$ cat config.mk
export PLATFORM = sky130hd
export DESIGN_NAME = hnp_dist
export DESIGN_NICKNAME = d
export VERILOG_FILES = /design/src/rtl/core/hnp_pkg.sv /design/src/rtl/core/hnp_dist.sv
export SDC_FILE = /design/constraint.sdc
export NUM_CORES = 1
export LEC_CHECK = 0
export BUFFER_PORTS_ARGS = -buffer_cell sky130_fd_sc_hd__buf_2
export CORE_AREA = 2 2 172 174
export CTS_BUF_LIST = sky130_fd_sc_hd__clkbuf_2
export DETAILED_ROUTE_END_ITERATION = 8
export DIE_AREA = 0 0 174 176
export SYNTH_ARGS = -nofsm -noshare
export SYNTH_HDL_FRONTEND = slang
export SYNTH_SLANG_ARGS = --single-unit
export TNS_END_PERCENT = 5
$ cat constraint.sdc
create_clock -name clk -period 9.9 [get_ports clk]
set_input_delay 1.485 -clock clk [delete_from_list [all_inputs] [get_ports clk]]
set_output_delay 1.485 -clock clk [all_outputs]
set_load 0.05 [all_outputs]
$ cat src/rtl/core/hnp_pkg.sv
package hnp_pkg;

  // default sizes of the stores
  localparam int MAX_PROTOS_DEF = 1024;
  localparam int MAX_WORDS_DEF  = 16;
  localparam int CLASS_BITS_DEF = 16;

  // port field widths
  localparam int WORD_W     = 64;
  localparam int SLOT_W     = 10;
  localparam int WSLOT_W    = 4;
  localparam int LABEL_W    = 16;
  localparam int DIST_OUT_W = 11;
  localparam int PCNT_W     = 11;
  localparam int WPV_W      = 5;
  localparam int CFG_IDX_W  = 1;
  localparam int CFG_DATA_W = 11;
  localparam int POP_W      = 7;

  localparam logic [LABEL_W-1:0] LABEL_OUT_MASK = 16'hffff;
  localparam logic [WPV_W-1:0]   WPV_RESET      = 5'd16;

  // register indices
  localparam logic [CFG_IDX_W-1:0] CFG_PROTO_COUNT   = 1'b0;
  localparam logic [CFG_IDX_W-1:0] CFG_WORDS_PER_VEC = 1'b1;

  // item functions
  localparam logic FUNC_LOAD  = 1'b0;
  localparam logic FUNC_QUERY = 1'b1;

  typedef enum logic [2:0] {
    ST_IDLE,
    ST_SCAN,
    ST_DRAIN_A,
    ST_DRAIN_B,
    ST_CLASS,
    ST_REPORT,
    ST_EMPTY
  } hnp_state_t;

  // per-beat control from the sequencer to the distance unit
  typedef struct packed {
    logic clr;
    logic vld;
    logic first;
    logic last_w;
  } hnp_ctl_t;

  // result register control
  typedef struct packed {
    logic load;
    logic empty;
  } hnp_rpt_t;

  // population count, bit-slice adder tree
  function automatic logic [POP_W-1:0] popcount64(input logic [WORD_W-1:0] x);
    logic [WORD_W-1:0] a;
    logic [WORD_W-1:0] b;
    logic [WORD_W-1:0] c;
    logic [POP_W-1:0]  s;
    a = x - ((x >> 1) & 64'h5555_5555_5555_5555);
    b = (a & 64'h3333_3333_3333_3333) + ((a >> 2) & 64'h3333_3333_3333_3333);
    c = (b + (b >> 4)) & 64'h0f0f_0f0f_0f0f_0f0f;
    s = '0;
    for (int i = 0; i < 8; i++) begin
      s = s + POP_W'(c[8*i +: 8]);
    end
    return s;
  endfunction

endpackage

$ cat src/rtl/core/hnp_dist.sv
module hnp_dist
  import hnp_pkg::*;
#(
  parameter int PIW    = $clog2(MAX_PROTOS_DEF),
  parameter int DIST_W = $clog2(MAX_WORDS_DEF * WORD_W + 1)
) (
  input  logic              clk,
  input  logic              rst_n,
  input  hnp_ctl_t          ctl,
  input  logic [WORD_W-1:0] proto_word,
  input  logic [WORD_W-1:0] query_word,
  output logic [PIW-1:0]    best_p,
  output logic [DIST_W-1:0] best_d
);

  hnp_ctl_t          c1_r;
  hnp_ctl_t          c2_r;
  logic [POP_W-1:0]  pc_r;
  logic [DIST_W-1:0] acc_r;
  logic [DIST_W-1:0] acc_nxt;
  logic [DIST_W-1:0] best_d_r;
  logic [PIW-1:0]    best_p_r;
  logic [PIW-1:0]    cur_p_r;
  logic              has_best_r;
  logic              take;

  // stage 1 lines up with ram read data, stage 2 with the popcount
  always_ff @(posedge clk) begin
    if (!rst_n) begin
      c1_r <= '0;
      c2_r <= '0;
    end else begin
      c1_r <= ctl;
      c2_r <= c1_r;
    end
  end

  always_ff @(posedge clk) begin
    pc_r <= popcount64(proto_word ^ query_word);
  end

  always_comb begin
    acc_nxt = (c2_r.first ? '0 : acc_r) + DIST_W'(pc_r);
    take    = c2_r.vld && c2_r.last_w && (!has_best_r || (acc_nxt < best_d_r));
  end

  always_ff @(posedge clk) begin
    if (!rst_n) begin
      cur_p_r    <= '0;
      has_best_r <= 1'b0;
    end else if (ctl.clr) begin
      cur_p_r    <= '0;
      has_best_r <= 1'b0;
    end else if (c2_r.vld && c2_r.last_w) begin
      cur_p_r    <= cur_p_r + PIW'(1);
      has_best_r <= 1'b1;
    end
  end

  always_ff @(posedge clk) begin
    if (c2_r.vld) begin
      acc_r <= acc_nxt;
    end
    if (take) begin
      best_d_r <= acc_nxt;
      best_p_r <= cur_p_r;
    end
  end

  assign best_p = best_p_r;
  assign best_d = best_d_r;

endmodule

==> results.yml <==
run_status:
  status: "finished, final reports clean"
clocking:
  hold_buffers: 0
  numCtsBuffers: 5
  cts_resized: 0
  h-tree-depth: 2
  tritoncts: "done"
  cts_buffer_depth: 2
  clkSlewWorstSetupHoldPaths_ps: 270
  worstSkewPairLatency_ps: 430
  root_buffer: "clkbuf_2"
  clock-sinks: 56
  cts_setup_buffers: 0
floorplanning:
  floorplan.die.width_um: 174
  die_h_um: 176
  ios: 155
  start_util: 0.298
  coreArea_mm2: 0.0285
  dieArea_mm2: 0.0306
  rows: 62
yosys:
  synth_seq_cells: 56
  synth_cells: 947
  yosys_warnings: 0
  async_flop_share: 0
  synthFlopType: "edfxtp_1"
  synth_cell_types: 61
  synth.net_count: 1279
  synth_edf_count: 32
  syn_avg_cell_area_um2: 8.97
  netlist_area_mm2: 0.00850
  yosysSeqAreaShare: 0.170
min_path:
  hold_end: "c2_r[1]"
  hold_path_class: "reg2reg"
  holdPathStages: 1
  min_from: "c1_r[1]"
timing:
  clock.fmax_mhz: 119
  tns_ps: 0
  rsz0062_at_grt: "false"
  skew_ps: 19.4
  slew_violations: 0
  whs_ps: 473
  finalSetupViolCount: 0
  hold_violations: 0
  worst_slew_pin_slew_ps: 681
  max-slew-margin-rel: 0.539
  min_period_ps: 8390
  post-route-period-util: 0.847
routing:
  dr.first_iter.drc_count: 245
  vias: 6767
  drtAntennaViolNets: 0
  via_per_inst: 4.54
  drt-wirelength-per-cell_um: 12.0
  remaining_drc_errors: 0
  finalWirelength_um: 17800
  firstDrtPassIters: 4
setup_path:
  ff2ff_path_depth: 15
  worstReg2RegEnd: "best_p[1]"
  worstReg2RegStart: "c2_r[1]"
  crit_path_max_incr_delay_ps: 590
  cp_data_arrival_time_ps: 8800
  critPathKind: "in2reg"
  required_ps: 10310
  ff2ff_setup_slack_ps: 5790
  critPathCaptureType: "flop"
  slowest_stage: "o311ai_1"
  critPathMostFrequentCell: "fa_1"
  cp-start-kind: "input pin"
  worstPathMaxFanout: 5
placement:
  dp.cells: 1483
  gp_congestion: 0.864
  place_hpwl_um: 15800
  port-buffer-count: 154
layout:
  drive_gt1_frac: 0.161
  areaGrowthSynthToFinish_pct: 15.3
  diodes: 0
  layout.nets: 1438
  mostFrequentLayoutCell: "buf_2"
  final_cell_count_no_fill: 1491
  layout_common_cells: "154 x buf_2, 150 x ha_1, 141 x inv_1, 75 x xor2_1, 73 x xnor2_1"
grt:
  antenna_found_initial: 0
  grt_max_degree: 22
  overflow: 0
  grt_pass1_wl_um: 30300
  grt_use_total: 0.116
  grt_pass1_vias: 6592
run:
  max_cap_viol_count: 0
==> synthesized netlist by cell type, types with 10 or more instances <==
library cell,count,share of area
xor2_1,75,0.077
nand3_1,19,0.011
and2_1,12,0.0088
edfxtp_1,32,0.11
nor2_1,36,0.016
nor2b_1,18,0.013
fa_1,48,0.11
a211oi_1,12,0.011
o21ai_0,36,0.021
xnor2_1,73,0.075
ha_1,150,0.22
nor3_1,12,0.0071
o211ai_1,10,0.0088
a21o_1,28,0.025
nand4_1,13,0.0096
nand2_1,54,0.024
dfxtp_1,24,0.057
inv_1,141,0.062
a21oi_1,41,0.024
==> worst max-delay path: cells and delay by family <==
family | cells | cell delay [ps]
adder cells (fa/ha/maj) | 10 | 3910
AO/OA/AOI/OAI | 6 | 1710
XOR/XNOR | 3 | 580
buffers and inverters | 7 | 560
AND/OR/NAND/NOR | 5 | 560
==> state kept, by name, indices dropped and copies added, names as in the netlist <==
register    count
acc_r          11
best_d         11
best_p         10
c1_r            3
c2_r            3
cur_p_r        10
has_best_r      1
pc_r            7
==> cell families after synthesis <==
kind of cell,Yosys count,synth area share
adders and majority gates,198,0.334
DFF,56,0.170
muxes,1,0.00118
AOI/OAI and AO/OA,200,0.160
and+or+nand+nor,193,0.113
xor gates and xnor gates,150,0.156
buffers and inverters,149,0.0658
==> worst max-delay path by stage <==
stage	start	to	slack, ps	cells after the start
5_1_grt	query_word[11]	pc_r[6]	1000	31
6_report	query_word[11]	pc_r[6]	1510	31
2_1_floorplan	query_word[11]	pc_r[6]	1870	30
3_3_place_gp	query_word[11]	pc_r[6]	1240	31
3_5_place_dp	query_word[11]	pc_r[6]	980	31
4_1_cts	query_word[11]	pc_r[6]	1480	31
==> through the flow <==
step                worst slack, ps  cell area (µm²)   util
detailed placement              981             9750  0.342
CTS                            1480             9800  0.343
floorplan                      1870             8500      -
global route                   1000             9800  0.343
global placement               1240             9750  0.342
finish                         1510             9800  0.343
==> cell type report <==
cell class | count | area (µm²)
Fill cell | 3008 | 18800
Multi-Input combinational cell | 742 | 6500
Sequential cell | 56 | 1440
Timing Repair Buffer | 155 | 778
Inverter | 146 | 548
Tap cell | 384 | 480
Clock buffer | 5 | 25.0
Clock inverter | 3 | 22.5
==> per-layer routing <==
| layer | global-route usage | up-vias | wire length, µm |
|---|---|---|---|
| met2 | 0.207 | 149 | 8510 |
| met3 | 0.00883 | 10 | 576 |
| li1 | - | 3550 | - |
| met5 | 0 | - | 0 |
| met4 | 0.0133 | 0 | 112 |
| met1 | 0.158 | 3058 | 8640 |
Power is not shown: default switching activity piles up to over one toggle a cycle in this logic, so the estimate is an artifact.
