[src/rtl/core/hnp_pkg.sv]
package hnp_pkg;

  // default sizes of the stores
  localparam int MAX_PROTOS_DEF = 1024;
  localparam int MAX_WORDS_DEF  = 16;
  localparam int CLASS_BITS_DEF = 16;

  // port field widths
  localparam int WORD_W     = 64;
  localparam int SLOT_W     = 10;
  localparam int WSLOT_W    = 4;
  localparam int LABEL_W    = 16;
  localparam int DIST_OUT_W = 11;
  localparam int PCNT_W     = 11;
  localparam int WPV_W      = 5;
  localparam int CFG_IDX_W  = 1;
  localparam int CFG_DATA_W = 11;
  localparam int POP_W      = 7;

  localparam logic [LABEL_W-1:0] LABEL_OUT_MASK = 16'hffff;
  localparam logic [WPV_W-1:0]   WPV_RESET      = 5'd16;

  // register indices
  localparam logic [CFG_IDX_W-1:0] CFG_PROTO_COUNT   = 1'b0;
  localparam logic [CFG_IDX_W-1:0] CFG_WORDS_PER_VEC = 1'b1;

  // item functions
  localparam logic FUNC_LOAD  = 1'b0;
  localparam logic FUNC_QUERY = 1'b1;

  typedef enum logic [2:0] {
    ST_IDLE,
    ST_SCAN,
    ST_DRAIN_A,
    ST_DRAIN_B,
    ST_CLASS,
    ST_REPORT,
    ST_EMPTY
  } hnp_state_t;

  // per-beat control from the sequencer to the distance unit
  typedef struct packed {
    logic clr;
    logic vld;
    logic first;
    logic last_w;
  } hnp_ctl_t;

  // result register control
  typedef struct packed {
    logic load;
    logic empty;
  } hnp_rpt_t;

  // population count, bit-slice adder tree
  function automatic logic [POP_W-1:0] popcount64(input logic [WORD_W-1:0] x);
    logic [WORD_W-1:0] a;
    logic [WORD_W-1:0] b;
    logic [WORD_W-1:0] c;
    logic [POP_W-1:0]  s;
    a = x - ((x >> 1) & 64'h5555_5555_5555_5555);
    b = (a & 64'h3333_3333_3333_3333) + ((a >> 2) & 64'h3333_3333_3333_3333);
    c = (b + (b >> 4)) & 64'h0f0f_0f0f_0f0f_0f0f;
    s = '0;
    for (int i = 0; i < 8; i++) begin
      s = s + POP_W'(c[8*i +: 8]);
    end
    return s;
  endfunction

endpackage

[src/rtl/core/hnp_seq.sv]
module hnp_seq
  import hnp_pkg::*;
#(
  parameter int MAX_WORDS = MAX_WORDS_DEF,
  parameter int PIW       = $clog2(MAX_PROTOS_DEF),
  parameter int WW        = $clog2(MAX_WORDS_DEF),
  parameter int PAW       = $clog2(MAX_PROTOS_DEF * MAX_WORDS_DEF)
) (
  input  logic           clk,
  input  logic           rst_n,
  input  logic           go,
  input  logic           cnt_zero,
  input  logic [PIW-1:0] cnt_m1,
  input  logic [WW-1:0]  nw_m1,
  output logic           busy,
  output hnp_ctl_t       ctl,
  output logic [PAW-1:0] proto_raddr,
  output logic [WW-1:0]  query_raddr,
  output hnp_rpt_t       rpt
);

  hnp_state_t     state_r;
  hnp_state_t     state_nxt;
  logic [PIW-1:0] p_r;
  logic [PIW-1:0] p_nxt;
  logic [WW-1:0]  w_r;
  logic [WW-1:0]  w_nxt;
  logic [PAW-1:0] base_r;
  logic [PAW-1:0] base_nxt;
  logic           last_w;
  logic           last_p;

  assign last_w = (w_r == nw_m1);
  assign last_p = (p_r == cnt_m1);

  // next state
  always_comb begin
    state_nxt = state_r;
    case (state_r)
      ST_IDLE: begin
        if (go) begin
          state_nxt = cnt_zero ? ST_EMPTY : ST_SCAN;
        end
      end
      ST_SCAN: begin
        if (last_w && last_p) begin
          state_nxt = ST_DRAIN_A;
        end
      end
      ST_DRAIN_A: state_nxt = ST_DRAIN_B;
      ST_DRAIN_B: state_nxt = ST_CLASS;
      ST_CLASS:   state_nxt = ST_REPORT;
      ST_REPORT:  state_nxt = ST_IDLE;
      ST_EMPTY:   state_nxt = ST_IDLE;
      default:    state_nxt = ST_IDLE;
    endcase
  end

  // word and prototype walk
  always_comb begin
    p_nxt    = p_r;
    w_nxt    = w_r;
    base_nxt = base_r;
    if (state_r == ST_IDLE && go) begin
      p_nxt    = '0;
      w_nxt    = '0;
      base_nxt = '0;
    end else if (state_r == ST_SCAN) begin
      if (last_w) begin
        w_nxt    = '0;
        p_nxt    = p_r + PIW'(1);
        base_nxt = base_r + PAW'(MAX_WORDS);
      end else begin
        w_nxt = w_r + WW'(1);
      end
    end
  end

  always_ff @(posedge clk) begin
    if (!rst_n) begin
      state_r <= ST_IDLE;
      p_r     <= '0;
      w_r     <= '0;
      base_r  <= '0;
    end else begin
      state_r <= state_nxt;
      p_r     <= p_nxt;
      w_r     <= w_nxt;
      base_r  <= base_nxt;
    end
  end

  // outputs
  always_comb begin
    busy        = (state_r != ST_IDLE);
    ctl.clr     = (state_r == ST_IDLE) && go;
    ctl.vld     = (state_r == ST_SCAN);
    ctl.first   = (w_r == '0);
    ctl.last_w  = last_w;
    proto_raddr = base_r + PAW'(w_r);
    query_raddr = w_r;
    rpt.load    = (state_r == ST_REPORT) || (state_r == ST_EMPTY);
    rpt.empty   = (state_r == ST_EMPTY);
  end

endmodule

[config.mk]
export PLATFORM = sky130hd
export DESIGN_NAME = hnp_seq
export DESIGN_NICKNAME = d
export VERILOG_FILES = /design/src/rtl/core/hnp_pkg.sv /design/src/rtl/core/hnp_seq.sv
export SDC_FILE = /design/constraint.sdc
export NUM_CORES = 1
export LEC_CHECK = 0
export CORE_MARGIN = 2
export CORE_UTILIZATION = 50
export CTS_CLUSTER_SIZE = 30
export DETAILED_ROUTE_END_ITERATION = 8
export DONT_BUFFER_PORTS = 1
export GPL_ROUTABILITY_DRIVEN = 0
export PLACE_DENSITY = 0.74
export SLEW_MARGIN = 20
export SYNTH_ARGS = -nofsm -noshare
export SYNTH_HDL_FRONTEND = slang
export SYNTH_SLANG_ARGS = --single-unit
export TNS_END_PERCENT = 100
[constraint.sdc]
create_clock -name clk -period 1.85 [get_ports clk]
set_clock_uncertainty 0.15 [all_clocks]
set_input_delay 0.185 -clock clk [delete_from_list [all_inputs] [get_ports clk]]
set_output_delay 0.185 -clock clk [all_outputs]
set_load 0.005 [all_outputs]
==> results by group <==
Status
  • Status: finished, final reports clean

Place
  • PortBufs: 0
  • Dpl ws: 0.0686 ns
  • Detailed Place HPWL: 2.63 mm

Worst setup path
  • Worst Path Required: 1.98 ns
  • CP Class: register to register
  • CP endpoint kind: register
  • CP Launch Type: register
  • CP arrival: 1.91 ns
  • Worst-path maximum fanout: 12

Yosys
  • Top post-synthesis cells by area: dfxtp_1 (34%), xnor2_1 (8.3%), a21oi_1 (5.7%)
  • Avg Cell Area, Syn: 8.50 um2
  • Post-synthesis cell type count: 37
  • Top cell type's share of synthesized area: 34.0%
  • Synth Net Count: 209
  • Synthesized cell area: 1590 um2
  • Seq/Total Area, Yosys: 34.0%
  • Largest area contributor in the netlist: dfxtp_1
  • Number of synthesized flops with an enable pin: 0
  • Synthesized instance count: 187
  • Async S/R FF share, synth: 0%
  • Yosys Warn Count: 0
  • Ys flop type: dfxtp_1
  • #FFs+latches synth: 27

Routing
  • Routed len/inst: 15.3 um
  • Vias: 1,470
  • Final ANT Viol Nets: 0
  • Drt total wl: 3.62 mm
  • DRC Markers: 0
  • DR vias/cell: 6.20
  • Initial drt markers: 75
  • DR pass1 iterations: 4

STA
  • Final hold violations: 0
  • Setup Viol. Count Final: 0
  • Relative slew slack: 74.8%
  • Final worst slack: 0.0729 ns
  • Count of final max-slew check failures: 0
  • Period utilization: 96.1%
  • Worst hold slack: 0.0393 ns
  • Setup TNS: 0 ns
  • Fmax: 0.563 GHz
  • Worst-Margin Slew: 0.377 ns
  • Tmin final: 1.78 ns

Clock tree
  • TritonCTS Sinks: 27
  • CTS H-tree lvls: 1
  • Post-CTS Setup Bufs: 0
  • CTS buffer count: 3
  • CTS tree: done
  • Maximum clock path buffer count: 2
  • Worst skew pair latency: 0.34 ns
  • Root buf cell: clkbuf_4
  • Worst-path clk slew: 0.15 ns

Cells and area
  • Commonest cells after routing, fill and taps aside: dfxtp_1 (24), a21oi_1 (17), nand2_1 (16)
  • Fillers: 276
  • Leading cell type in the layout, fill and taps excluded: dfxtp_1
  • Core Util, Final: 57.7%
  • Final nets: 216
  • Syn-to-layout area delta: 10.0%
  • FF/Latch Area: 544 um2
  • Area of the multi-input gates: 951 um2
  • Layout cells sized above 1: 15.5%
  • ANT cells: 0

Pwr
  • Pleak: 0.588 nW
  • PwrDens: 699 nW/um2
  • Worst VDD drop: 330 uV
  • Post-route total power: 1.22 mW

Job
  • Max-Cap Viols: 0

Die
  • I/O pin count: 43
  • Die area: 3650 um2
  • DIE WIDTH: 60.4 um
  • Die Y: 60.4 um
  • Core footprint: 3030 um2
  • Floorplan row count: 20
  • Starting Density: 52.5%

Global route
  • Grt total ovfl: 0
  • Number of global-route vias before repair: 1,317
  • Initial antenna violation count: 0
  • Gr usage total: 20.3%
  • Pin count of the biggest net entering global routing: 42
  • First-pass GRT wire length: 5.61 mm

Min path
  • Hold Path Class: primary input to register
==> area by class of cell <==
cell class,count,share of cell area (%)
Clock inverter,1,0.429
Tap cell,44,3.15
Sequential cell,27,31.1
Clock buffer,3,1.29
Timing Repair Buffer,17,8.45
Multi-Input combinational cell,141,54.4
Inverter,4,1.15
==> sequential cells by signal, summed over array words and instances (netlist names) <==
register / count
base_r: 10
p_r: 10
query_raddr: 4
state_r: 3
==> critical path: stages (launching register included) <==
cell	delay, ns
dfxtp_1	0.40
nor2_2	0.13
nand2_1	0.12
clkinv_4	0.13
nand2_2	0.11
or4_1	0.51
a21oi_2	0.16
==> worst paths after layout <==
check / start / slack, ns / depth (start not counted) / endpoint
setup / recovery: state_r[1]$_SDFFE_PN0P_ / 0.07 / 6 / p_r[6]$_SDFFE_PP0P_
hold / removal: cnt_zero / 0.04 / 3 / state_r[2]$_SDFFE_PN0P_
setup reg to reg: state_r[1]$_SDFFE_PN0P_ / 0.07 / 6 / p_r[6]$_SDFFE_PP0P_
hold reg to reg: base_r[13]$_SDFFE_PP0P_ / 0.36 / 2 / base_r[13]$_SDFFE_PP0P_
==> cell usage after synthesis (2+ instances only) <==
cell type	instances
nor2_1	4
o21ai_0	8
nand4_1	8
a21oi_1	18
or4_1	11
xor2_1	3
xnor2_1	15
nand4_2	2
nand2b_1	3
o41ai_1	2
nand2_1	16
o311ai_0	2
nand3_1	7
inv_1	3
o31ai_1	7
and4_1	3
buf_4	5
buf_2	8
or3_1	6
ha_1	4
nor3_1	5
o211ai_1	4
and2_1	3
dfxtp_1	27
==> metrics by stage <==
stage	instance area, um2	cells
floorplan	1590	187
global placement	1670	230
detailed placement	1670	230
CTS	1730	237
global route	1750	237
finish	1750	237
==> kinds of logic after synthesis <==
logic type / synth area share (%)
compound gates: 17.6
xor+xnor: 9.92
simple gates: 28.5
buf+inv: 6.85
flops: 34.0
fa+ha+maj: 3.15
==> routing by layer <==
metal,vias to the layer above,global-route usage (%),routed length (um)
met5,-,0,0
met4,0,8.89,110
met3,15,5.33,220
met2,57,34.6,1760
met1,692,24.0,1530
li1,706,-,-
==> timing repair <==
item | CTS | global route
endpoints found under the setup margin | 0 | 7
resized for setup | 0 | 7
endpoints found under the hold margin | 4 | 0
hold buffers | 3 | 0
==> power by group <==
group	total [mW]	switching, mW	internal, mW
registers	0.631	0.0278	0.603
logic	0.324	0.189	0.135
clock network	0.268	0.185	0.0831
total	1.22	0.402	0.820
(Power assumes the default switching activity.)
